==> config.mk <==
export PLATFORM = sky130hd
export DESIGN_NAME = indexed_pixel_run_decoder_core
export DESIGN_NICKNAME = d
export VERILOG_FILES = /design/src/iprd_pkg.sv /design/src/indexed_pixel_run_decoder_core.sv /design/src/iprd_decode.sv
export SDC_FILE = /design/constraint.sdc
export NUM_CORES = 1
export LEC_CHECK = 0
export BUFFER_PORTS_ARGS = -buffer_cell sky130_fd_sc_hd__buf_4
export CORE_AREA = 3 3 155 157
export DETAILED_ROUTE_END_ITERATION = 8
export DIE_AREA = 0 0 158 160
export PLACE_DENSITY_LB_ADDON = 0.12
export SYNTH_ARGS = -nofsm -noshare
export SYNTH_HDL_FRONTEND = slang
export SYNTH_HIERARCHICAL = 1
export SYNTH_SLANG_ARGS = --single-unit
==> constraint.sdc <==
create_clock -name clk -period 14.2 [get_ports clk]
set_input_delay 2.13 -clock clk [delete_from_list [all_inputs] [get_ports clk]]
set_output_delay 2.13 -clock clk [all_outputs]
set_load 0.01 [all_outputs]
==> src/iprd_pkg.sv <==
// Shared types and constants for the indexed pixel run decoder.
// No dependencies; imported by the decode stage and the top level.
package iprd_pkg;

  // Control byte thresholds for the two coding modes.
  localparam logic [7:0]  ZERO_RUN_BASE = 8'd128;
  localparam logic [7:0]  REPEAT_BASE   = 8'd192;

  // Largest image that the decoder tracks; larger sizes saturate here.
  localparam logic [30:0] MAX_PIXELS    = 31'h4000_0000;

  // Configuration register indexes.
  localparam logic        CFG_RUN_MODE     = 1'b0;
  localparam logic        CFG_TOTAL_PIXELS = 1'b1;

  // One accepted input beat.
  typedef struct packed {
    logic       last_byte;
    logic       first_byte;
    logic [7:0] source_byte;
  } in_beat_t;

  // One result beat.
  typedef struct packed {
    logic       short_input;
    logic       image_done;
    logic [7:0] run_length;
    logic [7:0] pixel_value;
  } result_t;

endpackage

==> src/indexed_pixel_run_decoder_core.sv <==
// An accepted beat passes from the input register through the decode stage into the result register that drives out_*.
// Throughput: one source byte per cycle, set by the single input register and
// the single result register around the decode stage; out_tready low stalls.
// Reset (rst_n low, synchronous) clears both stage valids and the decoding
// state, and sets run_mode to 0 and total_pixels to 1.
// Top level: input register, decode stage, result register, config registers.
module indexed_pixel_run_decoder_core import iprd_pkg::*; (
  input  logic        clk,
  input  logic        rst_n,
  // Input stream
  input  logic        in_tvalid,
  output logic        in_tready,
  input  logic [7:0]  in_tdata,   // [7:0] source_byte
  input  logic        in_tuser,   // [0] first_byte
  input  logic        in_tlast,   // last_byte
  // Result stream
  output logic        out_tvalid,
  input  logic        out_tready,
  output logic [15:0] out_tdata,  // [7:0] pixel_value, [15:8] run_length
  output logic [1:0]  out_tuser,  // [0] image_done, [1] short_input
  // Configuration write port
  input  logic        cfg_we,
  input  logic        cfg_index,
  input  logic [30:0] cfg_data
);

  logic     run_mode_r;
  logic [30:0] total_pixels_r;
  logic     in_valid_r, in_valid_nxt;
  in_beat_t in_beat_r;
  logic     out_valid_r, out_valid_nxt;
  result_t  out_res_r;
  logic     step;
  logic     res_valid;
  result_t  res;

  // Configuration registers.
  always_ff @(posedge clk) begin
    if (!rst_n) begin
      run_mode_r     <= 1'b0;
      total_pixels_r <= 31'd1;
    end else if (cfg_we) begin
      case (cfg_index)
        CFG_RUN_MODE:     run_mode_r     <= cfg_data[0];
        CFG_TOTAL_PIXELS: total_pixels_r <= cfg_data;
        default:          ;
      endcase
    end
  end

  // The held beat is decoded whenever the result register can take it.
  assign step      = in_valid_r && (!out_valid_r || out_tready);
  assign in_tready = !in_valid_r || step;

  always_comb begin
    in_valid_nxt = in_tready ? in_tvalid : in_valid_r;
    if (step) begin
      out_valid_nxt = res_valid;
    end else begin
      out_valid_nxt = out_valid_r && !out_tready;
    end
  end

  // Input register.
  always_ff @(posedge clk) begin
    if (!rst_n) begin
      in_valid_r <= 1'b0;
    end else begin
      in_valid_r <= in_valid_nxt;
    end
  end

  always_ff @(posedge clk) begin
    if (in_tready && in_tvalid) begin
      in_beat_r.source_byte <= in_tdata;
      in_beat_r.first_byte  <= in_tuser;
      in_beat_r.last_byte   <= in_tlast;
    end
  end

  iprd_decode u_decode (
    .clk          (clk),
    .rst_n        (rst_n),
    .run_mode     (run_mode_r),
    .total_pixels (total_pixels_r),
    .step_en      (step),
    .beat         (in_beat_r),
    .res_valid    (res_valid),
    .res          (res)
  );

  // Result register.
  always_ff @(posedge clk) begin
    if (!rst_n) begin
      out_valid_r <= 1'b0;
    end else begin
      out_valid_r <= out_valid_nxt;
    end
  end

  always_ff @(posedge clk) begin
    if (step && res_valid) begin
      out_res_r <= res;
    end
  end

  assign out_tvalid = out_valid_r;
  assign out_tdata  = {out_res_r.run_length, out_res_r.pixel_value};
  assign out_tuser  = {out_res_r.short_input, out_res_r.image_done};

  // A finished image never also reports short input.
  a_done_not_short: assert property (@(posedge clk) disable iff (!rst_n)
    out_valid_r |-> !(out_res_r.image_done && out_res_r.short_input))
    else $error("image_done and short_input both set");

  // A status-only result carries pixel value zero.
  a_status_zero: assert property (@(posedge clk) disable iff (!rst_n)
    (out_valid_r && (out_res_r.run_length == 8'd0)) |-> (out_res_r.pixel_value == 8'd0))
    else $error("status result with nonzero pixel value");

  // No run is longer than ZERO_RUN_BASE.
  a_run_bound: assert property (@(posedge clk) disable iff (!rst_n)
    out_valid_r |-> (out_res_r.run_length <= ZERO_RUN_BASE))
    else $error("run length out of range");

  // A held beat with a free result register is always drained.
  a_no_stall: assert property (@(posedge clk) disable iff (!rst_n)
    (in_valid_r && !out_valid_r) |-> in_tready)
    else $error("input stalled with free result register");

endmodule

==> src/iprd_decode.sv <==
// Decode stage: holds the per-image decoding state and turns one source byte
// into at most one run. Depends on iprd_pkg.
module iprd_decode import iprd_pkg::*; (
  input  logic        clk,
  input  logic        rst_n,
  input  logic        run_mode,
  input  logic [30:0] total_pixels,
  input  logic        step_en,
  input  in_beat_t    beat,
  output logic        res_valid,
  output result_t     res
);

  logic [7:0]  literals_left_r, literals_left_nxt;
  logic        await_repeat_r, await_repeat_nxt;
  logic [5:0]  pending_repeat_r, pending_repeat_nxt;
  logic [30:0] pixels_made_r, pixels_made_nxt;

  logic [7:0]  lit_cur;
  logic        await_cur;
  logic [5:0]  pend_cur;
  logic [30:0] made_cur;
  logic [30:0] tot;
  logic [30:0] rem;
  logic        active;
  logic [7:0]  len_raw, len, val;

  always_comb begin
    // A first byte starts from cleared state.
    lit_cur   = beat.first_byte ? 8'd0  : literals_left_r;
    await_cur = beat.first_byte ? 1'b0  : await_repeat_r;
    pend_cur  = beat.first_byte ? 6'd0  : pending_repeat_r;
    made_cur  = beat.first_byte ? 31'd0 : pixels_made_r;

    // Image size saturates at the largest supported image.
    tot    = (total_pixels > MAX_PIXELS) ? MAX_PIXELS : total_pixels;
    active = made_cur < tot;
    rem    = tot - made_cur;

    literals_left_nxt  = lit_cur;
    await_repeat_nxt   = await_cur;
    pending_repeat_nxt = pend_cur;
    len_raw            = 8'd0;
    val                = 8'd0;

    // Per-mode byte interpretation; bytes after completion change nothing.
    if (active) begin
      if (run_mode) begin
        if (lit_cur != 8'd0) begin
          val               = beat.source_byte;
          len_raw           = 8'd1;
          literals_left_nxt = lit_cur - 8'd1;
        end else if (beat.source_byte > ZERO_RUN_BASE) begin
          len_raw = beat.source_byte - ZERO_RUN_BASE;
        end else begin
          literals_left_nxt = beat.source_byte;
        end
      end else begin
        if (await_cur) begin
          val                = beat.source_byte;
          len_raw            = {2'b00, pend_cur};
          await_repeat_nxt   = 1'b0;
          pending_repeat_nxt = 6'd0;
        end else if (beat.source_byte > REPEAT_BASE) begin
          pending_repeat_nxt = 6'(beat.source_byte - REPEAT_BASE);
          await_repeat_nxt   = 1'b1;
        end else begin
          val     = beat.source_byte;
          len_raw = 8'd1;
        end
      end
    end

    // Clip the run to the pixels still missing.
    if ((rem[30:8] == 23'd0) && (rem[7:0] < len_raw)) begin
      len = rem[7:0];
    end else begin
      len = len_raw;
    end
    pixels_made_nxt = made_cur + {23'd0, len};

    res_valid       = (len != 8'd0) || beat.last_byte;
    res.pixel_value = (len != 8'd0) ? val : 8'd0;
    res.run_length  = len;
    res.image_done  = pixels_made_nxt >= tot;
    res.short_input = beat.last_byte && !(pixels_made_nxt >= tot);
  end

  // Decoding state advances once per processed beat.
  always_ff @(posedge clk) begin
    if (!rst_n) begin
      literals_left_r  <= 8'd0;
      await_repeat_r   <= 1'b0;
      pending_repeat_r <= 6'd0;
      pixels_made_r    <= 31'd0;
    end else if (step_en) begin
      literals_left_r  <= literals_left_nxt;
      await_repeat_r   <= await_repeat_nxt;
      pending_repeat_r <= pending_repeat_nxt;
      pixels_made_r    <= pixels_made_nxt;
    end
  end

endmodule
## After elaboration in Yosys (flattened, before gate mapping)

Cells that the tools add are included.

- Add/sub/neg operators: 5
- Bitwise gates (word level): 1
- Multiplexer cells: 29
- Order comparisons: 6
- Reduce and logical (&&, ||, !) cells: 19

Operators by type and width:

| cell | number |
|---|---|
| $mux W8 | 15 |
| $mux W31 | 2 |
| $add A31 B8 Y31 | 1 |
| $ge A31 B31 Y1 | 1 |
| $gt A31 B31 Y1 const B | 1 |
| $lt A31 B31 Y1 | 1 |
| $sub A31 B31 Y31 | 1 |
| $mux W6 | 5 |
| $logic_not A23 Y1 | 1 |
| $gt A8 B8 Y1 const B | 2 |
| $reduce_bool A8 Y1 | 2 |
| $lt A8 B8 Y1 | 1 |
| $sub A8 B1 Y8 const B | 1 |
| $sub A8 B8 Y8 const B | 1 |
| $mux W1 | 7 |
| $logic_and A1 B1 Y1 | 6 |
| $reduce_and A2 Y1 | 3 |
| $sub A6 B1 Y6 const B | 1 |
| $logic_not A1 Y1 | 4 |
| $logic_or A1 B1 Y1 | 3 |
| $not A1 Y1 | 1 |

- Input bits: 47
- Register bits: 108
- Output and inout port bits: 20
- Logic and storage cells: 75

## Longest topological paths before layout

- Word-level depth: 12
- Depth in mapped cells: 56
- Mapped depth without buffers: 48

## By module

The synthesis kept the hierarchy.

Modules (own cells, without submodules):

| module | sequential area each (um^2) | times used | area an instance (um^2) | cells an instance |
|---|---|---|---|---|
| iprd_decode | 920.9 | 1 | 7300.8 | 1011 |
| indexed_pixel_run_decoder_core | 1521.5 | 1 | 2213.4 | 187 |

## Worst setup path after synthesis

No wires, ideal clock.

- Path type: register -> register
- From: register total_pixels_r[9]
- To: register out_res_r (netlist bit out_tuser[0]), data pin
- Path buffers: 7
- Required time: 13.934 ns
- Clock period less this slack: 10.584 ns
- Setup time: 0.266 ns
- Slack: 3.616 ns
- Cell stages (with the launch flop): 55
- Arrival: 10.318 ns
- Cells stage by stage: dfxtp_1 > buf_6 > nor4_4 > nand4_2 > o21ai_2 > buf_2 > clkbuf_1 > nand2_1 > inv_1 > ha_1 > clkbuf_1 > a21oi_1 > o21ai_0 > a221o_1 > a21oi_1 > o221a_2 > o2111a_1 > nor2_4 > [19 not listed] > a21oi_1 > o21bai_1 > a21oi_1 > o21bai_1 > a21oi_1 > nor2b_1 > xnor2_1 > ha_1 > a21o_1 > a21o_1 > a21o_1 > a21o_1 > a21o_1 > a21o_1 > a21oi_1 > o21ai_0 > a21o_1 > a221o_1

RTL lines:

| what | RTL line | source |
|---|---|---|
| start: declaration | indexed_pixel_run_decoder_core.sv:28 | `logic [30:0] total_pixels_r;` |
| start signal: assignment | indexed_pixel_run_decoder_core.sv:45 | `CFG_TOTAL_PIXELS: total_pixels_r <= cfg_data;` |
| end signal: assignment | indexed_pixel_run_decoder_core.sv:103 | `out_res_r <= res;` |
| end: declaration | indexed_pixel_run_decoder_core.sv:32 | `result_t out_res_r;` |

==> flow_metrics.tcl <==
set metrics [dict create \
    timing.rr.end "out_tuser[0]" \
    first_iter_violations 916 \
    syn_inst 1198 \
    first_pass_iters 5 \
    max_stage_delay_ns 0.69 \
    timing.rr.start "total_pixels_r[30]" \
    hpwlAfterDp_um 23100 \
    holdCritPathClass "reg -> reg" \
    start_util 0.420 \
    clkTransAtPathRegs_ns 0.08 \
    worst_pin_slew_ns 0.924 \
    syn-cell-area_um2 9510 \
    synth_edf_count 28 \
    wirelength_um 29500 \
    clock_latency_ns 0.36 \
    synth_common_cells "nand2_1, dfxtp_1, a21oi_1, ha_1, inv_1" \
    p_leak_nw 4.47 \
    busiest_layer "met1" \
    max_freq_mhz 82.7 \
    endpoint_kind "flop" \
    antenna_found_initial 0 \
    post_cts_buffers 0 \
    coreArea_um2 22600 \
    fin_crit_sh 0.851 \
    p_per_area_nw_per_um2 90.2 \
    cts-root-buf "clkbuf_16" \
    synth_area_leaders "dfxtp_1, ha_1, edfxtp_1" \
    ys_seq_area_frac 0.257 \
    ctsResizeCount 0 \
    cts_htree_levels 3 \
    ys_types 93 \
    ys_seq_elements 108 \
    yosysWarnings 6 \
    drive_gt1_frac 0.110 \
    synth_most_common_cell "nand2_1" \
    ant_nets 0 \
    hold_violations 0 \
    cpMostUsedCell "a21o_1" \
    startpoint_type "flop" \
    synth.top_cell.area_share 0.168 \
    grtUsageMet2 0.314 \
    cp_max_fo 19 \
    die_area_um2 25300 \
    die_h_um 160 \
    critPathCapture "out_tuser[0]" \
    peakVddDrop_mv 0.0548 \
    clock_path_buffers 2 \
    area_growth_pct 9.09 \
    grt_pass1_wl_um 46800 \
    detail_route.wl_per_cell_um 19.5 \
    run_status "complete, no violations" \
    fin_skew_ns 0.0141 \
    diodes 0 \
    slew_headroom 0.378 \
    synth_top_cell_by_area "dfxtp_1" \
    track_usage 0.232 \
    rsz0062_at_grt "false" \
    ys_async_sr_fraction 0 \
    synth_fp_nets 1320 \
    grt_max_degree 92 \
    rr_worst_depth 48 \
    met1_usage 0.379 \
    ys.flop_type "dfxtp_1" \
    num_rows 55 \
    crit_arrival_ns 12.20 \
    startpoint "total_pixels_r[30]" \
    cp_slowest_cell "dfxtp_1" \
    cts_tree "yes" \
    port-buffer-count 66 \
    grt_overflow 0 \
    viasPerCell 6.02 \
    fp.dieW_um 158 \
    crit_type "reg -> reg" \
    cts_hold_buf 0 \
    gp_congestion 0.994 \
    fin_setup_tns_ns 0 \
    final_max_slew_viol_count 0 \
    syn_area_per_cell_um2 7.94 \
    layout_min_cycle_time_ns 12.09 \
    drv_cap 0 \
    power_w 0.000936 \
    cp.required_ns 14.31 \
    drc_errors 0 \
    cts.sinks 108 \
    setup_viol 0 \
    num_io_pins 67 \
    fin_nets 1344 \
    numCtsBuffers 9 \
    met3_usage 0.0322 \
    grt_pass1_vias 8290 \
    vias 9101 \
    r2r_setup_slack_ns 2.11 \
]
==> area by class of cell <==
class	instances	area (µm²)
fill	2300	12300
timing repair buffer	75	563
tap	285	357
clock inverter	6	55.1
clock buffer	10	229
sequential	108	2440
multi-input combinational	956	6460
inverter	72	270
==> kinds of logic after synthesis <==
| logic type | count (synthesis) | synth area share |
|---|---|---|
| buffers and inverters | 134 | 0.0640 |
| adders and majority gates | 78 | 0.103 |
| other | 1 | 0.000394 |
| and+or+nand+nor | 494 | 0.278 |
| AOI/OAI and AO/OA | 312 | 0.227 |
| DFF | 108 | 0.257 |
| muxes | 38 | 0.0404 |
| xor gates and xnor gates | 33 | 0.0304 |
==> power by group <==
part / leakage [nW] / internal [W] / switching (W)
combinational: 3.42 / 0.000133 / 0.000206
sequential: 0.914 / 0.000332 / 0.0000149
clock: 0.133 / 0.000123 / 0.000127
==> placed cells by master (no fill, tap or decap), drive strengths merged, types with 7 or more instances in the layout <==
cell type  instances
or4               10
inv               75
o21bai             8
nand4             49
nor2b             45
nand2            160
nor4              21
nand2b            14
a211o              8
nor3b             12
o211ai            10
o21ai             73
nor3              18
a31oi              7
a2111oi            7
dfxtp             80
and4               7
or2               10
a22o              11
or3               14
a21boi            10
nor2              64
a21oi             73
ha                73
xnor2             22
o2111ai            9
clkbuf            10
xor2              11
edfxtp            28
buf               75
mux2i             35
and3              11
o31ai             11
nor4b              7
nand3             26
a21o              34
and2              17
a211oi            11
==> worst max-delay path, delay by kind of cell, from the launching register on <==
family	cells	cell delay, ns
AOI/OAI and AO/OA	23	4.94
and+or+nand+nor	14	3.34
adders and majority gates	7	1.84
DFF	1	0.69
buffers and inverters	2	0.61
xor gates and xnor gates	1	0.24
muxes	1	0.17
==> layer usage <==
| metal | wire, µm | vias up |
|---|---|---|
| met1 | 15400 | 4265 |
| met5 | 0 | - |
| met3 | 1800 | 48 |
| met4 | 609 | 0 |
| met2 | 11700 | 342 |
| li1 | - | 4446 |
==> sequential cells by signal, summed over array words and instances, names as in the netlist <==
register	flops
u_decode/literals_left_r	8
out_tuser	2
u_decode/pending_repeat_r	6
out_tdata	16
run_mode_r	1
in_beat_r	10
in_valid_r	1
u_decode/await_repeat_r	1
u_decode/pixels_made_r	31
out_tvalid	1
total_pixels_r	31
==> per-stage QoR <==
| step | setup WS (ns) | util | cells | hold WS [ns] | cell area [µm²] |
|---|---|---|---|---|---|
| final | 2.11 | 0.458 | 1512 | 0.473 | 10400 |
| after global routing | 1.09 | 0.458 | 1512 | 0.506 | 10400 |
| after CTS | 2.21 | 0.458 | 1512 | 0.471 | 10400 |
| after detailed placement | 2.24 | 0.446 | 1496 | 0.460 | 10100 |
| after global placement | 2.67 | 0.446 | 1496 | 0.457 | 10100 |
| after floorplan | 3.62 | - | 1198 | 0.425 | 9510 |
==> how the worst min path moves through the flow <==
| stage | startpoint | endpoint | slack, ns | depth (start not counted) |
|---|---|---|---|---|
| after global routing | u_decode/pixels_made_r[2] | u_decode/pixels_made_r[2] | 0.51 | 2 |
| after CTS | total_pixels_r[25] | total_pixels_r[25] | 0.47 | 2 |
| after global placement | total_pixels_r[24] | total_pixels_r[24] | 0.46 | 2 |
| after detailed placement | total_pixels_r[25] | total_pixels_r[25] | 0.46 | 2 |
| after floorplan | total_pixels_r[10] | total_pixels_r[10] | 0.43 | 2 |
| final | total_pixels_r[7] | total_pixels_r[7] | 0.47 | 2 |
Power figures use the tool's default switching activity.
